## src/hdl/rrm_pkg.sv

```systemverilog
package rrm_pkg;

  // Defaults for the top-level parameters
  localparam int TABLE_DEPTH = 64;
  localparam int CODE_CHARS  = 3;

  // Fixed port widths
  localparam int CODE_PORT_W = 24;
  localparam int PIDX_W      = 6;
  localparam int MATCH_W     = 12;
  localparam int POS_W       = 7;

  localparam logic [MATCH_W-1:0] MATCH_MAX = '1;

  // One classified route on its way from the front part to the back part
  typedef struct packed {
    logic [CODE_PORT_W-1:0] dep;
    logic [CODE_PORT_W-1:0] arr;
    logic [POS_W-1:0]       pos;
    logic                   fin;
    logic                   drop;
  } route_cmd_t;

  typedef enum logic [2:0] {
    BK_IDLE,
    BK_SCAN,
    BK_WAIT,
    BK_SELF,
    BK_FLUSH
  } back_state_t;

endpackage

```

## src/hdl/rrm_ram.sv

```systemverilog
module rrm_ram #(
  parameter int WIDTH = 48,
  parameter int DEPTH = 64
) (
  input  logic                     clk,
  input  logic                     we,
  input  logic [$clog2(DEPTH)-1:0] waddr,
  input  logic [WIDTH-1:0]         wdata,
  input  logic                     re,
  input  logic [$clog2(DEPTH)-1:0] raddr,
  output logic [WIDTH-1:0]         rdata
);

  logic [WIDTH-1:0] mem [DEPTH];

  always_ff @(posedge clk) begin
    if (we) begin
      mem[waddr] <= wdata;
    end
    if (re) begin
      rdata <= mem[raddr];
    end
  end

endmodule

```

## src/hdl/rrm_queue.sv

```systemverilog
module rrm_queue (
  input  logic                clk,
  input  logic                rst,
  input  logic                push,
  input  rrm_pkg::route_cmd_t push_cmd,
  input  logic                pop,
  output logic                valid,
  output rrm_pkg::route_cmd_t head_cmd,
  output logic                full
);

  rrm_pkg::route_cmd_t slots [2];
  logic                wr_ptr;
  logic                rd_ptr;
  logic [1:0]          fill;

  assign valid    = (fill != 2'd0);
  assign full     = (fill == 2'd2);
  assign head_cmd = slots[rd_ptr];

  always_ff @(posedge clk) begin
    if (rst) begin
      wr_ptr <= 1'b0;
      rd_ptr <= 1'b0;
      fill   <= 2'd0;
    end else begin
      if (push) begin
        wr_ptr <= ~wr_ptr;
      end
      if (pop) begin
        rd_ptr <= ~rd_ptr;
      end
      case ({push, pop})
        2'b10:   fill <= fill + 2'd1;
        2'b01:   fill <= fill - 2'd1;
        default: fill <= fill;
      endcase
    end
    if (push) begin
      slots[wr_ptr] <= push_cmd;
    end
  end

endmodule

```

## src/hdl/rrm_front.sv

```systemverilog
module rrm_front #(
  parameter int TABLE_DEPTH = rrm_pkg::TABLE_DEPTH,
  parameter int CODE_CHARS  = rrm_pkg::CODE_CHARS
) (
  input  logic                            clk,
  input  logic                            rst,
  input  logic                            start,
  input  logic                            queue_full,
  input  logic [rrm_pkg::CODE_PORT_W-1:0] departure_code,
  input  logic [rrm_pkg::CODE_PORT_W-1:0] arrival_code,
  input  logic                            final_route,
  output logic                            push,
  output rrm_pkg::route_cmd_t             push_cmd
);

  localparam int CNT_W  = $clog2(TABLE_DEPTH + 1);
  localparam int CODE_W = (8 * CODE_CHARS > rrm_pkg::CODE_PORT_W) ?
                          rrm_pkg::CODE_PORT_W : 8 * CODE_CHARS;
  localparam logic [rrm_pkg::CODE_PORT_W-1:0] CODE_MASK =
    rrm_pkg::CODE_PORT_W'((25'd1 << CODE_W) - 25'd1);

  logic [CNT_W-1:0] route_count;
  logic             accept;
  logic             table_full;

  assign accept     = start && !queue_full;
  assign table_full = (route_count == CNT_W'(TABLE_DEPTH));

  // Drop a route that finds the table full; pass it on only if it ends the set
  assign push = accept && (!table_full || final_route);

  always_comb begin
    push_cmd.dep  = departure_code & CODE_MASK;
    push_cmd.arr  = arrival_code & CODE_MASK;
    push_cmd.pos  = rrm_pkg::POS_W'(route_count);
    push_cmd.fin  = final_route;
    push_cmd.drop = table_full;
  end

  always_ff @(posedge clk) begin
    if (rst) begin
      route_count <= '0;
    end else if (accept) begin
      if (final_route) begin
        route_count <= '0;
      end else if (!table_full) begin
        route_count <= route_count + CNT_W'(1);
      end
    end
  end

endmodule

```

## src/hdl/rrm_back.sv

```systemverilog
module rrm_back #(
  parameter int TABLE_DEPTH = rrm_pkg::TABLE_DEPTH,
  parameter int CODE_CHARS  = rrm_pkg::CODE_CHARS
) (
  input  logic                            clk,
  input  logic                            rst,
  input  logic                            cmd_valid,
  input  rrm_pkg::route_cmd_t             cmd_in,
  output logic                            cmd_pop,
  output logic                            strobe,
  output logic [rrm_pkg::CODE_PORT_W-1:0] match_departure,
  output logic [rrm_pkg::CODE_PORT_W-1:0] match_arrival,
  output logic [rrm_pkg::PIDX_W-1:0]      partner_index,
  output logic [rrm_pkg::MATCH_W-1:0]     matches_so_far,
  output logic                            last_of_run
);

  localparam int IDX_W  = $clog2(TABLE_DEPTH);
  localparam int CODE_W = (8 * CODE_CHARS > rrm_pkg::CODE_PORT_W) ?
                          rrm_pkg::CODE_PORT_W : 8 * CODE_CHARS;
  localparam int RAM_W  = 2 * CODE_W;

  rrm_pkg::back_state_t        state;
  rrm_pkg::back_state_t        state_next;
  rrm_pkg::route_cmd_t         cmd;
  logic [IDX_W-1:0]            idx;
  logic [IDX_W-1:0]            cur_pos;
  logic                        rd_valid;
  logic [IDX_W-1:0]            rd_idx;
  logic [RAM_W-1:0]            rdata;
  logic                        pend_valid;
  logic [IDX_W-1:0]            pend_idx;
  logic [rrm_pkg::MATCH_W-1:0] pend_count;
  logic [rrm_pkg::MATCH_W-1:0] match_counter;
  logic [rrm_pkg::MATCH_W-1:0] count_inc;

  logic                        scan_done;
  logic                        rd_en;
  logic                        wr_en;
  logic                        flush;
  logic                        scan_hit;
  logic                        self_hit;
  logic                        hit;
  logic [IDX_W-1:0]            hit_idx;
  logic                        emit;

  assign cur_pos   = cmd.pos[IDX_W-1:0];
  assign scan_done = (idx == cur_pos);

  always_comb begin
    state_next = state;
    unique case (state)
      rrm_pkg::BK_IDLE: begin
        if (cmd_valid && !cmd_in.drop) begin
          state_next = rrm_pkg::BK_SCAN;
        end
      end
      rrm_pkg::BK_SCAN: begin
        if (scan_done) begin
          state_next = rrm_pkg::BK_WAIT;
        end
      end
      rrm_pkg::BK_WAIT:  state_next = rrm_pkg::BK_SELF;
      rrm_pkg::BK_SELF:  state_next = rrm_pkg::BK_FLUSH;
      rrm_pkg::BK_FLUSH: state_next = rrm_pkg::BK_IDLE;
      default:           state_next = rrm_pkg::BK_IDLE;
    endcase
  end

  always_comb begin
    cmd_pop = 1'b0;
    rd_en   = 1'b0;
    wr_en   = 1'b0;
    flush   = 1'b0;
    unique case (state)
      rrm_pkg::BK_IDLE:  cmd_pop = cmd_valid;
      rrm_pkg::BK_SCAN:  rd_en   = !scan_done;
      rrm_pkg::BK_WAIT:  ;
      rrm_pkg::BK_SELF:  wr_en   = 1'b1;
      rrm_pkg::BK_FLUSH: flush   = 1'b1;
      default:           ;
    endcase
  end

  rrm_ram #(
    .WIDTH(RAM_W),
    .DEPTH(TABLE_DEPTH)
  ) u_table (
    .clk  (clk),
    .we   (wr_en),
    .waddr(cur_pos),
    .wdata({cmd.dep[CODE_W-1:0], cmd.arr[CODE_W-1:0]}),
    .re   (rd_en),
    .raddr(idx),
    .rdata(rdata)
  );

  // Stored route is the reverse of the new one
  assign scan_hit = rd_valid && (rdata[RAM_W-1:CODE_W] == cmd.arr[CODE_W-1:0]) &&
                    (rdata[CODE_W-1:0] == cmd.dep[CODE_W-1:0]);
  assign self_hit = (state == rrm_pkg::BK_SELF) && (cmd.dep == cmd.arr) && !cmd.fin;
  assign hit      = scan_hit || self_hit;
  assign hit_idx  = scan_hit ? rd_idx : cur_pos;
  assign count_inc = (match_counter == rrm_pkg::MATCH_MAX) ? match_counter :
                     match_counter + rrm_pkg::MATCH_W'(1);
  // Hold each match until the next one or the end of the item shows if it is the last
  assign emit = pend_valid && (hit || flush);

  always_ff @(posedge clk) begin
    if (rst) begin
      state         <= rrm_pkg::BK_IDLE;
      rd_valid      <= 1'b0;
      pend_valid    <= 1'b0;
      match_counter <= '0;
      strobe        <= 1'b0;
    end else begin
      state    <= state_next;
      rd_valid <= rd_en;
      strobe   <= emit;
      if (cmd_pop && cmd_in.drop) begin
        match_counter <= '0;
      end else if (hit) begin
        match_counter <= count_inc;
      end else if (flush && cmd.fin) begin
        match_counter <= '0;
      end
      if (hit) begin
        pend_valid <= 1'b1;
      end else if (flush) begin
        pend_valid <= 1'b0;
      end
    end
  end

  always_ff @(posedge clk) begin
    if (cmd_pop) begin
      cmd <= cmd_in;
      idx <= '0;
    end else if (rd_en) begin
      idx <= idx + IDX_W'(1);
    end
    if (rd_en) begin
      rd_idx <= idx;
    end
    if (hit) begin
      pend_idx   <= hit_idx;
      pend_count <= count_inc;
    end
    if (emit) begin
      match_departure <= cmd.dep;
      match_arrival   <= cmd.arr;
      partner_index   <= rrm_pkg::PIDX_W'(pend_idx);
      matches_so_far  <= pend_count;
      last_of_run     <= flush;
    end
  end

endmodule

```

## src/hdl/reciprocal_route_matcher.sv

```systemverilog
// Channel   Direction  Handshake               Fields
// command   in         start & !busy           departure_code, arrival_code, final_route
// result    out        strobe, one cycle only  match_departure, match_arrival,
//                                              partner_index, matches_so_far, last_of_run
//
// For each route the back part pops it from the queue, reads one table entry per cycle
// through the single read port of the route table and does the last compare, waits in an
// idle state, runs a self-match step that also writes the table, and flushes the last
// result. A dropped final route is popped without a scan.
// busy is high while the two-entry command queue is full.
// Reset is synchronous and clears the queue, the route count, the match counter and strobe.
// Results cannot be stalled; each one is shown for exactly one cycle.
module reciprocal_route_matcher #(
  parameter int TABLE_DEPTH = rrm_pkg::TABLE_DEPTH,
  parameter int CODE_CHARS  = rrm_pkg::CODE_CHARS
) (
  input  logic                            clk,
  input  logic                            rst,
  input  logic                            start,
  output logic                            busy,
  input  logic [rrm_pkg::CODE_PORT_W-1:0] departure_code,
  input  logic [rrm_pkg::CODE_PORT_W-1:0] arrival_code,
  input  logic                            final_route,
  output logic                            strobe,
  output logic [rrm_pkg::CODE_PORT_W-1:0] match_departure,
  output logic [rrm_pkg::CODE_PORT_W-1:0] match_arrival,
  output logic [rrm_pkg::PIDX_W-1:0]      partner_index,
  output logic [rrm_pkg::MATCH_W-1:0]     matches_so_far,
  output logic                            last_of_run
);

  logic                push;
  rrm_pkg::route_cmd_t push_cmd;
  logic                queue_full;
  logic                head_valid;
  rrm_pkg::route_cmd_t head_cmd;
  logic                pop;

  assign busy = queue_full;

  // Front: mask codes, assign table slots, drop routes once the table is full
  rrm_front #(
    .TABLE_DEPTH(TABLE_DEPTH),
    .CODE_CHARS (CODE_CHARS)
  ) u_front (
    .clk           (clk),
    .rst           (rst),
    .start         (start),
    .queue_full    (queue_full),
    .departure_code(departure_code),
    .arrival_code  (arrival_code),
    .final_route   (final_route),
    .push          (push),
    .push_cmd      (push_cmd)
  );

  // Decouple the front from the scan so a new word can land during a long scan
  rrm_queue u_queue (
    .clk     (clk),
    .rst     (rst),
    .push    (push),
    .push_cmd(push_cmd),
    .pop     (pop),
    .valid   (head_valid),
    .head_cmd(head_cmd),
    .full    (queue_full)
  );

  // Back: scan the table, count matches, store the route, emit results
  rrm_back #(
    .TABLE_DEPTH(TABLE_DEPTH),
    .CODE_CHARS (CODE_CHARS)
  ) u_back (
    .clk            (clk),
    .rst            (rst),
    .cmd_valid      (head_valid),
    .cmd_in         (head_cmd),
    .cmd_pop        (pop),
    .strobe         (strobe),
    .match_departure(match_departure),
    .match_arrival  (match_arrival),
    .partner_index  (partner_index),
    .matches_so_far (matches_so_far),
    .last_of_run    (last_of_run)
  );

endmodule

```

## config.mk

```make
export PLATFORM = sky130hd
export DESIGN_NAME = reciprocal_route_matcher
export DESIGN_NICKNAME = d
export VERILOG_FILES = /design/src/hdl/rrm_pkg.sv /design/src/hdl/rrm_ram.sv /design/src/hdl/rrm_queue.sv /design/src/hdl/rrm_front.sv /design/src/hdl/rrm_back.sv /design/src/hdl/reciprocal_route_matcher.sv
export SDC_FILE = /design/constraint.sdc
export NUM_CORES = 2
export LEC_CHECK = 0
export BUFFER_PORTS_ARGS = -buffer_cell sky130_fd_sc_hd__buf_2
export CORE_MARGIN = 2
export CORE_UTILIZATION = 32
export CTS_CLUSTER_DIAMETER = 30
export DETAILED_ROUTE_END_ITERATION = 12
export PLACE_DENSITY = 0.52
export SYNTH_ARGS = -nofsm -noshare
export SYNTH_HDL_FRONTEND = slang
export SYNTH_SLANG_ARGS = --single-unit
```

## constraint.sdc

```tcl
create_clock -name clk -period 8 [get_ports clk]
set_input_delay 0.8 -clock clk [delete_from_list [all_inputs] [get_ports clk]]
set_output_delay 0.8 -clock clk [all_outputs]
set_load 0.05 [all_outputs]
```

==> run metrics <==
mux cell area share after synthesis=0.182; Arr. time, crit path=5.54 ns; GP Congestion=0.816; MaxCap Viol Count=0; worst-skew pair later-pin latency=1.03 ns; H-tree levels=6; simple-gate area share of the yosys netlist=0.00789; WL per Instance=33.7 um; fin nets=5899; EDFF count, synth=3378; Worst-path clk slew=0.05 ns; Logic pwr share=0.175; # rows=233; final worst-path cycle share=0.609; Slew @ Worst Pin=1.43 ns; Total Power=0.0586 W; initial antenna violation count=30; Post-DP Area=137000 um^2; antenna violation net count after detailed routing=0; Main synth FF type=edfxtp_1; total track usage=0.189; commonest non-fill, non-tap cells in the layout=edfxtp_1 (3378), mux4_2 (1008), clkbuf_16 (609), buf_4 (189), buf_2 (120); Async SR Flop Fraction=0; main combinational cell family by area after synthesis=multiplexers; die extent in x=639 um; vias in the first global route=63400; count of final max-slew check failures=0; total internal power=0.0430 W; fin crit period=4.87 ns; DR iter-0 viols=8346; Post-Route WL=392 mm; Fin Setup TNS=0 ns; crit start category=register; Fmax=205 MHz; initial core utilization=0.321; Hold Fails Final Rpt=0; Post-Synthesis Cells=5108; CTS resizes=0; worst setup margin=3.13 ns; Synth Register Bits=3414; static leakage=48.8 nW; First-pass DRT Iterations=6; Vias/cell=5.37; Top Ports=121; CTS sink cnt=3414; RSZ-0062 raised after global routing=false; XOR/XNOR share of the synthesized area=0.00639; maximum vdd ir drop=0.000265 V; die area=408000 um^2; I/O Buffers=120; Synth Area in Compound Gates=0.00180; outcome=finished clean; critical setup path kind=reg -> reg; critical path required time=8.67 ns; clock power share=0.440; pre-CTS setup slack=3.30 ns; Final Cell Area=159000 um^2; first-pass GRT wire length=533 mm; Die H=639 um; GRT overflow=0; fraction of the mapped netlist area in adder cells=0.000485; post-DP HPWL=203 mm; CP endpoint kind=register; Sw Pwr=0.0155 W; Area Overhead vs Synth=23.0%; syn_nets=5165; DRC=0; post-synth design cell area=129000 um^2; largest net degree at the start of global routing=133; Final setup viols=0; via count=62500; skew final=0.0739 ns; final core occ=0.394; Avg Inst Size Synth=25.2 um^2; worst-path maximum fanout=49; Worst slew margin=0.0494; Seq/Total Area, Yosys=0.792; Power Density=369 nW/um^2; clock buffer depth=4; share of layout cells above drive strength 1=0.386; Ys Warns=0; HP Class=in -> reg; Seq pwr share=0.386; Root Driver=clkbuf_16; Net Sw Frac=0.265; core box area=402000 um^2; CTS tree=built; CTS Buf Count=600; Yosys cell types=43; most common cell after layout, fill and taps aside=edfxtp_1
-- worst max-delay path, cell delays in order, from the launching register on --
cell and delay [ns]:
edfxtp_1 0.95, buf_4 0.56, xor2_1 0.13, nor4_1 0.41, nand3_1 0.19, nor4_2 0.46, buf_4 0.27, o31ai_1 0.15
inv_4 0.81, buf_4 0.50
-- power by group through the flow --
stage	Combinational [W]	Clock (W)	Sequential, W
final	0.0102	0.0258	0.0226
after global routing	0.0108	0.0269	0.0226
after CTS	0.0103	0.0261	0.0226
after detailed placement	0.0103	0	0.0229
after global placement	0.0101	0	0.0229
after floorplan	0.00587	0	0.0236
-- cells in the mapped netlist, types with 2 or more instances --
cell type	count	share of area
mux2i_1	9	0.00070
ha_1	5	0.00049
a21oi_1	7	0.00027
xor2_1	33	0.0022
o21a_1	2	0.00012
or3_1	3	0.00015
or3b_2	2	0.00014
mux2_2	64	0.0056
nor4_2	2	0.00019
o2111ai_1	4	0.00027
edfxtp_1	3378	0.79
buf_1	38	0.0011
or2_2	6	0.00029
nor2b_1	6	0.00029
buf_4	5	0.00029
nor2_1	104	0.0030
xnor2_1	61	0.0041
nor3_1	6	0.00023
buf_2	62	0.0024
buf_6	2	0.00017
clkbuf_1	140	0.0041
o221ai_1	6	0.00041
and4_1	5	0.00034
nand2_1	36	0.0010
mux4_2	1008	0.18
and2_1	6	0.00029
nor4_1	8	0.00039
inv_1	17	0.00049
o21ai_0	8	0.00031
nand3_1	9	0.00035
dfxtp_1	36	0.0056
nand4_1	15	0.00073
and3_1	3	0.00015
nand3b_1	3	0.00017
-- path summary, 6_finish.rpt --
kind	from	depth (start not counted)	slack (ns)	to
worst max register to register	u_back.cmd[13]$_DFFE_PP_	9	3.13	u_back.partner_index[4]$_DFFE_PP_
worst min-delay path	arrival_code[22]	1	0.06	u_queue.slots[1][31]$_DFFE_PP_
worst max-delay path	u_back.cmd[13]$_DFFE_PP_	9	3.13	u_back.partner_index[4]$_DFFE_PP_
worst min register to register	u_back.pend_count[2]$_DFFE_PN_	0	0.43	u_back.matches_so_far[2]$_DFFE_PP_
-- cell type report --
class | count | area [um^2]
fill | 35100 | 243000
sequential | 3414 | 102000
multi-input combinational | 1429 | 26100
clock buffer | 676 | 15500
tap | 5287 | 6620
clock inverter | 413 | 5080
timing repair buffer | 379 | 2950
inverter | 18 | 72.6
antenna | 9 | 22.5
-- sequential cells by signal, summed over array words and instances (netlist names), 7 cells and up, named ones only --
register                count
u_back.u_table.mem       3072
u_queue.slots             112
u_back.cmd                 55
u_back.u_table.rdata       48
u_back.match_arrival       24
u_back.match_departure     24
u_back.match_counter       12
u_back.matches_so_far      12
u_back.pend_count          12
u_front.route_count         7
-- kinds of logic (layout without fill, tap and decap cells) --
family / Yosys count / after routing
buf+inv: 265 / 1486
mux: 1081 / 1081
simple gates: 216 / 216
compound gates: 33 / 33
fa+ha+maj: 5 / 5
flops: 3414 / 3414
other cells: 0 / 9
xor+xnor: 94 / 94
-- routing by layer --
metal	wire length, um	GRT usage	vias up
li1	-	-	23900
met1	163000	0.267	34700
met2	184000	0.298	3197
met3	33200	0.0353	631
met4	12300	0.0572	8
met5	50	0	-
-- what timing repair did --
action,CTS,global route
hold buffers,47,0
hold endpoints to repair,94,0
buffers inserted,0,0
-- stage by stage --
stage / hold WS, ns / instances
floorplan: 0.400 / 5108
global placement: 0.409 / 10500
detailed placement: 0.405 / 10500
CTS: 0.000690 / 11600
global route: 0.0202 / 11600
finish: 0.0607 / 11600
Note: power is estimated with default switching activity, not from simulation.
